$ cat config.mk
export PLATFORM = sky130hd
export DESIGN_NAME = packet_protocol_traffic_counter_unit_flat
export DESIGN_NICKNAME = d
export VERILOG_FILES = /design/src/hw/rtl/ppt_pkg.sv /design/src/hw/rtl/ppt_stream_if.sv /design/src/hw/rtl/ppt_classifier.sv /design/src/hw/rtl/packet_protocol_traffic_counter_unit.sv /design/src/flat_wrapper.sv
export SDC_FILE = /design/constraint.sdc
export NUM_CORES = 2
export LEC_CHECK = 0
export BUFFER_PORTS_ARGS = -buffer_cell sky130_fd_sc_hd__buf_2
export CORE_MARGIN = 1.5
export CORE_UTILIZATION = 45
export CTS_CLUSTER_DIAMETER = 50
export DETAILED_ROUTE_END_ITERATION = 8
export GPL_TIMING_DRIVEN = 0
export HOLD_SLACK_MARGIN = 0.12
export PLACE_DENSITY_LB_ADDON = 0.25
export SLEW_MARGIN = 30
export SYNTH_ARGS = -nofsm -noshare
export SYNTH_HDL_FRONTEND = slang
export SYNTH_SLANG_ARGS = --single-unit
$ cat constraint.sdc
create_clock -name clk -period 13.27 [get_ports clk]
set_clock_uncertainty 0.1 [all_clocks]
set_input_delay 0.6635 -clock clk [delete_from_list [all_inputs] [get_ports clk]]
set_output_delay 0.6635 -clock clk [all_outputs]
set_load 0.02 [all_outputs]
$ cat src/hw/rtl/ppt_pkg.sv
// Package for the packet protocol traffic counter.
// Holds class codes, header sizes, counter sizes and the shared payload types.
// No dependencies.
`timescale 1ns / 1ps

package ppt_pkg;

    localparam int NUM_CLASSES   = 10;
    localparam int COUNTER_WIDTH = 64;
    localparam int CLASS_IDX_W   = $clog2(NUM_CLASSES);

    localparam logic [3:0] CL_ALL   = 4'd0;
    localparam logic [3:0] CL_BCAST = 4'd1;
    localparam logic [3:0] CL_ARP   = 4'd2;
    localparam logic [3:0] CL_IPV4  = 4'd3;
    localparam logic [3:0] CL_IPV6  = 4'd4;
    localparam logic [3:0] CL_PPPOE = 4'd5;
    localparam logic [3:0] CL_ICMP  = 4'd6;
    localparam logic [3:0] CL_TCP   = 4'd7;
    localparam logic [3:0] CL_UDP   = 4'd8;
    localparam logic [3:0] CL_SCTP  = 4'd9;

    localparam logic [15:0] ET_ARP       = 16'h0806;
    localparam logic [15:0] ET_IPV4      = 16'h0800;
    localparam logic [15:0] ET_IPV6      = 16'h86DD;
    localparam logic [15:0] ET_PPPOE_DSC = 16'h8863;
    localparam logic [15:0] ET_PPPOE_SES = 16'h8864;

    localparam logic [7:0] PROTO_ICMP   = 8'd1;
    localparam logic [7:0] PROTO_ICMPV6 = 8'd58;
    localparam logic [7:0] PROTO_TCP    = 8'd6;
    localparam logic [7:0] PROTO_UDP    = 8'd17;
    localparam logic [7:0] PROTO_UDPLT  = 8'd136;
    localparam logic [7:0] PROTO_SCTP   = 8'd132;

    localparam logic [15:0] ETH_HDR_BYTES = 16'd14;
    localparam logic [15:0] IPV4_L4_OFS   = 16'd34;
    localparam logic [15:0] IPV6_L4_OFS   = 16'd54;

    localparam logic CMD_COUNT = 1'b0;
    localparam logic CMD_READ  = 1'b1;

    typedef enum logic [1:0] {
        LAYER_L2,
        LAYER_L3,
        LAYER_L4
    } layer_t;

    typedef struct packed {
        logic        cmd;
        logic [15:0] frame_len;
        logic        dest_group_bit;
        logic [15:0] ethertype;
        logic [7:0]  l3_next_proto;
        logic [3:0]  class_select;
    } req_t;

    typedef struct packed {
        logic [NUM_CLASSES-1:0] hit;
        logic [15:0]            len_l3;
        logic [15:0]            len_l4;
    } cls_t;

    // Header layer whose length a class counts; classes past sctp never hit.
    function automatic layer_t class_layer(input int idx);
        layer_t layer;
        layer = LAYER_L2;
        if (idx >= int'(CL_ICMP))
            layer = LAYER_L4;
        else if (idx >= int'(CL_ARP))
            layer = LAYER_L3;
        return layer;
    endfunction

endpackage

$ cat src/hw/rtl/ppt_stream_if.sv
// Valid/ready channel interfaces for the traffic counter: request and response.
// Depends on nothing; payload fields are plain logic vectors.
`timescale 1ns / 1ps

interface ppt_req_if;
    logic        valid;
    logic        ready;
    logic        cmd;
    logic [15:0] frame_len;
    logic        dest_group_bit;
    logic [15:0] ethertype;
    logic [7:0]  l3_next_proto;
    logic [3:0]  class_select;

    modport source (output valid, cmd, frame_len, dest_group_bit, ethertype,
                    l3_next_proto, class_select, input ready);
    modport sink   (input valid, cmd, frame_len, dest_group_bit, ethertype,
                    l3_next_proto, class_select, output ready);
endinterface

interface ppt_rsp_if;
    logic        valid;
    logic        ready;
    logic [63:0] packet_count;
    logic [63:0] byte_count;

    modport source (output valid, packet_count, byte_count, input ready);
    modport sink   (input valid, packet_count, byte_count, output ready);
endinterface

$ cat src/hw/rtl/ppt_classifier.sv
// Frame classifier: turns one registered request into a class hit vector
// and the layer lengths to add. Depends on ppt_pkg.
`timescale 1ns / 1ps

module ppt_classifier
    import ppt_pkg::*;
(
    input  req_t item,
    output cls_t cls
);

    logic       long_enough;
    logic       is_ipv4;
    logic       is_ipv6;
    logic       l4_ok;
    logic [3:0] l3_code;
    logic [3:0] l4_code;
    logic       l3_hit;
    logic       l4_hit;

    // Pick the network layer class from the ethertype
    always_comb
    begin
        l3_hit  = 1'b1;
        l3_code = CL_ARP;
        case (item.ethertype)
            ET_ARP:                     l3_code = CL_ARP;
            ET_IPV4:                    l3_code = CL_IPV4;
            ET_IPV6:                    l3_code = CL_IPV6;
            ET_PPPOE_DSC, ET_PPPOE_SES: l3_code = CL_PPPOE;
            default:                    l3_hit  = 1'b0;
        endcase
    end

    // Pick the transport class from the protocol byte
    always_comb
    begin
        l4_hit  = 1'b1;
        l4_code = CL_ICMP;
        case (item.l3_next_proto)
            PROTO_ICMP, PROTO_ICMPV6: l4_code = CL_ICMP;
            PROTO_TCP:                l4_code = CL_TCP;
            PROTO_UDP, PROTO_UDPLT:   l4_code = CL_UDP;
            PROTO_SCTP:               l4_code = CL_SCTP;
            default:                  l4_hit  = 1'b0;
        endcase
    end

    assign long_enough = item.frame_len >= ETH_HDR_BYTES;
    assign is_ipv4     = l3_hit && (l3_code == CL_IPV4);
    assign is_ipv6     = l3_hit && (l3_code == CL_IPV6);
    assign l4_ok       = (is_ipv4 && (item.frame_len >= IPV4_L4_OFS)) ||
                         (is_ipv6 && (item.frame_len >= IPV6_L4_OFS));

    // Build hit vector and the per-layer byte amounts
    always_comb
    begin
        cls.hit = '0;
        if (long_enough)
        begin
            cls.hit[CL_ALL[CLASS_IDX_W-1:0]]   = 1'b1;
            cls.hit[CL_BCAST[CLASS_IDX_W-1:0]] = item.dest_group_bit;
            if (l3_hit)
                cls.hit[l3_code[CLASS_IDX_W-1:0]] = 1'b1;
            if (l4_ok && l4_hit)
                cls.hit[l4_code[CLASS_IDX_W-1:0]] = 1'b1;
        end
        cls.len_l3 = item.frame_len - ETH_HDR_BYTES;
        cls.len_l4 = is_ipv6 ? (item.frame_len - IPV6_L4_OFS)
                             : (item.frame_len - IPV4_L4_OFS);
    end

endmodule

$ cat src/hw/rtl/packet_protocol_traffic_counter_unit.sv
// Top level of the per-protocol packet and byte counter.
// Depends on ppt_pkg, ppt_stream_if and ppt_classifier.
`timescale 1ns / 1ps

// Usage
// - req (sink): one transfer per frame descriptor or read command. cmd 0
//   counts a frame; cmd 1 reads both counters of class_select.
// - rsp (source): one transfer per read command with packet_count and
//   byte_count; count commands give no response.
// - Throughput: one request per cycle unless stalled. A request is captured
//   in an input register, then classified and added to the counters in the
//   next cycle; each class owns its own incrementers, so all hit classes
//   update at once.
// - Reads: a read loads the result register, which drives rsp.valid, once
//   that register is free; the read sees every count accepted before it.
// - Reset: all counters and both pipeline valid flags clear; counters read 0.
// - Stall: while rsp is held, the output register keeps its result; counts
//   keep flowing, and req.ready drops only when a read is waiting behind
//   the held result.
module packet_protocol_traffic_counter_unit
    import ppt_pkg::*;
(
    input  logic      clk,
    input  logic      rst_n,
    ppt_req_if.sink   req,
    ppt_rsp_if.source rsp
);

    req_t                     stage_reg;
    logic                     stage_valid_reg;
    logic                     stage_valid_next;
    logic                     stage_done;
    logic                     in_xfer;
    logic                     is_read;
    logic                     do_count;
    cls_t                     cls;
    logic [COUNTER_WIDTH-1:0] pkt_cnt_reg  [NUM_CLASSES];
    logic [COUNTER_WIDTH-1:0] byte_cnt_reg [NUM_CLASSES];
    logic                     out_valid_reg;
    logic [63:0]              out_pkt_reg;
    logic [63:0]              out_byte_reg;
    logic [63:0]              rd_pkt;
    logic [63:0]              rd_byte;

    // Input stage advances unless a read is blocked by a held result
    assign is_read    = stage_reg.cmd == CMD_READ;
    assign stage_done = !is_read || !out_valid_reg || rsp.ready;
    assign req.ready  = !stage_valid_reg || stage_done;
    assign in_xfer    = req.valid && req.ready;
    assign do_count   = stage_valid_reg && !is_read;

    always_comb
    begin
        stage_valid_next = stage_valid_reg;
        if (in_xfer)
            stage_valid_next = 1'b1;
        else if (stage_done)
            stage_valid_next = 1'b0;
    end

    // Hold the accepted request
    always_ff @(posedge clk or negedge rst_n)
    begin
        if (!rst_n)
            stage_valid_reg <= 1'b0;
        else
            stage_valid_reg <= stage_valid_next;
    end

    always_ff @(posedge clk)
    begin
        if (in_xfer)
        begin
            stage_reg.cmd            <= req.cmd;
            stage_reg.frame_len      <= req.frame_len;
            stage_reg.dest_group_bit <= req.dest_group_bit;
            stage_reg.ethertype      <= req.ethertype;
            stage_reg.l3_next_proto  <= req.l3_next_proto;
            stage_reg.class_select   <= req.class_select;
        end
    end

    ppt_classifier u_classifier (
        .item (stage_reg),
        .cls  (cls)
    );

    // One pair of counters per class, each with its own adders
    for (genvar gi = 0; gi < NUM_CLASSES; gi++)
    begin : g_class
        localparam layer_t Layer = class_layer(gi);
        logic [15:0] amount;

        assign amount = (Layer == LAYER_L2) ? stage_reg.frame_len :
                        (Layer == LAYER_L3) ? cls.len_l3 : cls.len_l4;

        always_ff @(posedge clk or negedge rst_n)
        begin
            if (!rst_n)
            begin
                pkt_cnt_reg[gi]  <= '0;
                byte_cnt_reg[gi] <= '0;
            end
            else if (do_count && cls.hit[gi])
            begin
                pkt_cnt_reg[gi]  <= pkt_cnt_reg[gi] + COUNTER_WIDTH'(1);
                byte_cnt_reg[gi] <= byte_cnt_reg[gi] + COUNTER_WIDTH'(amount);
            end
        end
    end

    // Select the counters of the requested class; unused codes read zero
    always_comb
    begin
        rd_pkt  = '0;
        rd_byte = '0;
        if (32'(stage_reg.class_select) < NUM_CLASSES)
        begin
            rd_pkt  = 64'(pkt_cnt_reg[stage_reg.class_select[CLASS_IDX_W-1:0]]);
            rd_byte = 64'(byte_cnt_reg[stage_reg.class_select[CLASS_IDX_W-1:0]]);
        end
    end

    // Load result register on a read, drop it when taken
    always_ff @(posedge clk or negedge rst_n)
    begin
        if (!rst_n)
            out_valid_reg <= 1'b0;
        else if (stage_valid_reg && is_read && stage_done)
            out_valid_reg <= 1'b1;
        else if (rsp.ready)
            out_valid_reg <= 1'b0;
    end

    always_ff @(posedge clk)
    begin
        if (stage_valid_reg && is_read && stage_done)
        begin
            out_pkt_reg  <= rd_pkt;
            out_byte_reg <= rd_byte;
        end
    end

    assign rsp.valid        = out_valid_reg;
    assign rsp.packet_count = out_pkt_reg;
    assign rsp.byte_count   = out_byte_reg;

endmodule

$ cat src/flat_wrapper.sv
// flat-port wrapper written by rule: the top's interface ports become plain ports
module packet_protocol_traffic_counter_unit_flat import ppt_pkg::*;
  (clk, rst_n, req_valid, req_cmd, req_frame_len, req_dest_group_bit, req_ethertype, req_l3_next_proto, req_class_select, req_ready, rsp_valid, rsp_packet_count, rsp_byte_count, rsp_ready);
  ppt_req_if req_i ();
  ppt_rsp_if rsp_i ();
  input  logic clk;
  input  logic rst_n;
  input wire logic [$bits(req_i.valid)-1:0] req_valid;
  input wire logic [$bits(req_i.cmd)-1:0] req_cmd;
  input wire logic [$bits(req_i.frame_len)-1:0] req_frame_len;
  input wire logic [$bits(req_i.dest_group_bit)-1:0] req_dest_group_bit;
  input wire logic [$bits(req_i.ethertype)-1:0] req_ethertype;
  input wire logic [$bits(req_i.l3_next_proto)-1:0] req_l3_next_proto;
  input wire logic [$bits(req_i.class_select)-1:0] req_class_select;
  output wire logic [$bits(req_i.ready)-1:0] req_ready;
  output wire logic [$bits(rsp_i.valid)-1:0] rsp_valid;
  output wire logic [$bits(rsp_i.packet_count)-1:0] rsp_packet_count;
  output wire logic [$bits(rsp_i.byte_count)-1:0] rsp_byte_count;
  input wire logic [$bits(rsp_i.ready)-1:0] rsp_ready;
  assign req_i.valid = req_valid;
  assign req_i.cmd = req_cmd;
  assign req_i.frame_len = req_frame_len;
  assign req_i.dest_group_bit = req_dest_group_bit;
  assign req_i.ethertype = req_ethertype;
  assign req_i.l3_next_proto = req_l3_next_proto;
  assign req_i.class_select = req_class_select;
  assign req_ready = req_i.ready;
  assign rsp_valid = rsp_i.valid;
  assign rsp_packet_count = rsp_i.packet_count;
  assign rsp_byte_count = rsp_i.byte_count;
  assign rsp_i.ready = rsp_ready;
  packet_protocol_traffic_counter_unit u_core (.clk(clk), .rst_n(rst_n), .req(req_i), .rsp(rsp_i));
endmodule
==> flow_metrics.tcl <==
set metrics [dict create \
    status "finished clean" \
    vias 60800 \
    route.detailed.drc 0 \
    drt-pass1-iter-count 6 \
    crit_slowest_cell "o41ai_1" \
    rsz0062_at_grt "false" \
    route.antenna.remaining_nets 0 \
    grtUsageMet3_pct 4.37 \
    worstPathRequired_ps 13920 \
    ir_worst_vdd_uv 101 \
    cts.sinks 1456 \
    yosysWarnings 0 \
    grt_start_max_net_pins 112 \
    htreeDepth 4 \
    layout_commonest_cell "dfrtp_1" \
    ys_types 92 \
    ys_seq_elements 1456 \
    hold_viol_final 0 \
    p_per_area_nw_per_um2 120 \
    cts_max_path_buffers 3 \
    drtIter0Drc 6164 \
    fp.dieW_um 422 \
    die_area_um2 178000 \
    critical_path_class "register to register" \
    root_buffer "clkbuf_16" \
    critPathCaptureType "register" \
    setup_viol 0 \
    crit_buf_inv 1 \
    antenna_found_initial 8 \
    dp_hpwl_um 192000 \
    maxSlewViolCount 0 \
    crit_chain "or4_1, buf_2, nor4_4, nor2_1, o211ai_1, nand2_1, nor3_1, xor2_1, ha_1, nand2_1, o21ai_0, a2111oi_0, o41ai_1, nand4_1, nor3_2, and3_1, xor2_1" \
    crit_family "simple AND/OR/NAND/NOR gates" \
    insertion_delay_ps 850 \
    first_global_vias 59600 \
    drive_gt1_share_pct 13.2 \
    initial_core_util_pct 45.4 \
    syn2layout_area_growth_pct 14.5 \
    finalCriticalPeriod_ps 6700 \
    grt.busiest_layer "met2" \
    grt.total_usage_pct 28.0 \
    io_pins 180 \
    cts_resized 0 \
    routed_wl_um 250000 \
    io_buffers 179 \
    clkTransAtPathRegs_ps 60 \
    layout_common_cells "dfrtp_1, nand2_1, xnor2_1" \
    die_h_um 422 \
    p_total_mw 10.9 \
    async_flop_share_pct 88.0 \
    grt_pass1_wl_um 378000 \
    worst-path-max-fanout 7 \
    rows 153 \
    globalRouteMet1Util_pct 37.9 \
    core-area_um2 174000 \
    fmax_mhz 149 \
    hold_path_class "input pin to asynchronous set/reset pin" \
    viasPerCell 5.91 \
    synth_edf_count 174 \
    tns_ps 0 \
    cts_buffers 178 \
    maxSlewHeadroom_pct 26.9 \
    overflow 0 \
    tightest_slew_ps 1080 \
    cts_setup_buffers 0 \
    synth_area_per_cell_um2 10.7 \
    post-route-period-util_pct 50.5 \
    mappedNetlistArea_um2 79000 \
    cts_tree "done" \
    avgRoutedWirePerCell_um 24.3 \
    leakage_nw 39.3 \
    cts_hold_buf 50 \
    arrival_ps 7360 \
    ys_seq_area_share_pct 47.2 \
    nets 8038 \
    ys.flop_type "dfrtp_1" \
    maxCapViolations 0 \
    gp_congestion 0.996 \
    met2_usage_pct 44.0 \
    startpoint_type "register" \
    synthCells 7356 \
    slowest_delay_ps 830 \
    syn_nets 7588 \
]
## per-stage QoR
| step | worst slack (ps) | utilization, % | cells | cell area (µm²) | hold slack, ps |
|---|---|---|---|---|---|
| finish | 6570 | 51.9 | 10300 | 90500 | 274 |
| global route | 6280 | 51.9 | 10300 | 90500 | 313 |
| CTS | 6690 | 51.9 | 10300 | 90500 | 248 |
| detailed placement | 6700 | 48.1 | 9901 | 83800 | 356 |
| global placement | -17930 | 47.5 | 9860 | 82800 | 351 |
| floorplan | 6510 | - | 7356 | 79000 | 268 |
## area by class of cell
cell class	instances	area [µm²]
clock buffers	217	4800
well taps	2325	2910
inverters	170	638
multi-input cells	5483	40300
flip-flops and latches	1456	37300
plain buffers	247	996
repair buffers	270	2210
fillers	15400	83700
diodes	6	15.0
clock inverters	112	1320
## power breakdown
part | total [mW] | leakage (nW) | internal [mW] | switching [mW]
combinational | 1.10 | 16.8 | 0.394 | 0.702
sequential | 4.75 | 19.5 | 4.62 | 0.123
clock | 5.06 | 2.94 | 2.95 | 2.11
total | 10.9 | 39.3 | 7.97 | 2.93
## final timing paths
check / startpoint / to / slack, ps / cells past startpoint
worst max-delay path: u_core.stage_reg[17] / u_core.byte_cnt_reg[107] / 6570 / 17
worst min-delay path: rst_n / u_core.pkt_cnt_reg[352] / 270 / 2
worst max register to register: u_core.stage_reg[17] / u_core.byte_cnt_reg[107] / 6570 / 17
worst min register to register: u_core.byte_cnt_reg[639] / u_core.byte_cnt_reg[639] / 360 / 1
max in group asynchronous: rst_n / u_core.byte_cnt_reg[244] / 9920 / 7
min in group clk: u_core.byte_cnt_reg[639] / u_core.byte_cnt_reg[639] / 360 / 1
## Yosys cell counts (7+ instances only)
library cell | instances | share of area [%]
dfrtp_1 | 1282 | 41
nand2_1 | 892 | 4.2
xnor2_1 | 796 | 8.8
xor2_1 | 469 | 5.2
nor2_1 | 446 | 2.1
nand3_1 | 427 | 2.7
nand4_1 | 263 | 2.1
mux4_2 | 256 | 7.3
a21oi_1 | 246 | 1.6
o21ai_0 | 227 | 1.4
and3_1 | 202 | 1.6
nor3_1 | 189 | 1.2
edfxtp_1 | 174 | 6.6
clkbuf_1 | 172 | 0.82
ha_1 | 172 | 2.7
inv_1 | 170 | 0.81
a221oi_1 | 136 | 1.5
mux2_2 | 120 | 1.7
and4_1 | 85 | 0.94
and2_1 | 66 | 0.52
a21o_1 | 55 | 0.52
buf_1 | 53 | 0.25
nor4_1 | 50 | 0.40
o21a_1 | 28 | 0.27
nor2b_1 | 27 | 0.21
a211oi_1 | 24 | 0.23
o21bai_1 | 24 | 0.23
nand2b_1 | 23 | 0.18
buf_2 | 20 | 0.13
or3_1 | 19 | 0.15
a31oi_1 | 18 | 0.14
or2_2 | 17 | 0.13
o211ai_1 | 14 | 0.13
nor3b_1 | 13 | 0.12
or4_1 | 12 | 0.11
a211o_1 | 10 | 0.11
fa_1 | 10 | 0.25
o31ai_1 | 9 | 0.085
nand3b_1 | 8 | 0.076
nor3_2 | 8 | 0.10
nor4_2 | 7 | 0.11
## cell families (layout without fill, tap and decap cells)
logic type                 after synthesis  in the layout  synth area share [%]
other                                    0              6                     0
xor gates and xnor gates              1265           1265                  14.0
and+or+nand+nor                       2795           2795                  17.6
adders and majority gates              182            182                  2.98
DFF                                   1456           1456                  47.2
AOI/OAI and AO/OA                      865            865                  7.15
muxes                                  376            376                  9.01
buffers and inverters                  417           1016                  2.02
## metal layers
metal / vias up / part of all wire [%]
met2: 2178 / 46
met5: - / 0.0052
met4: 2 / 5.4
li1: 27400 / -
met1: 30700 / 42
met3: 513 / 6.6
Note: power is estimated with default switching activity, not from simulation.
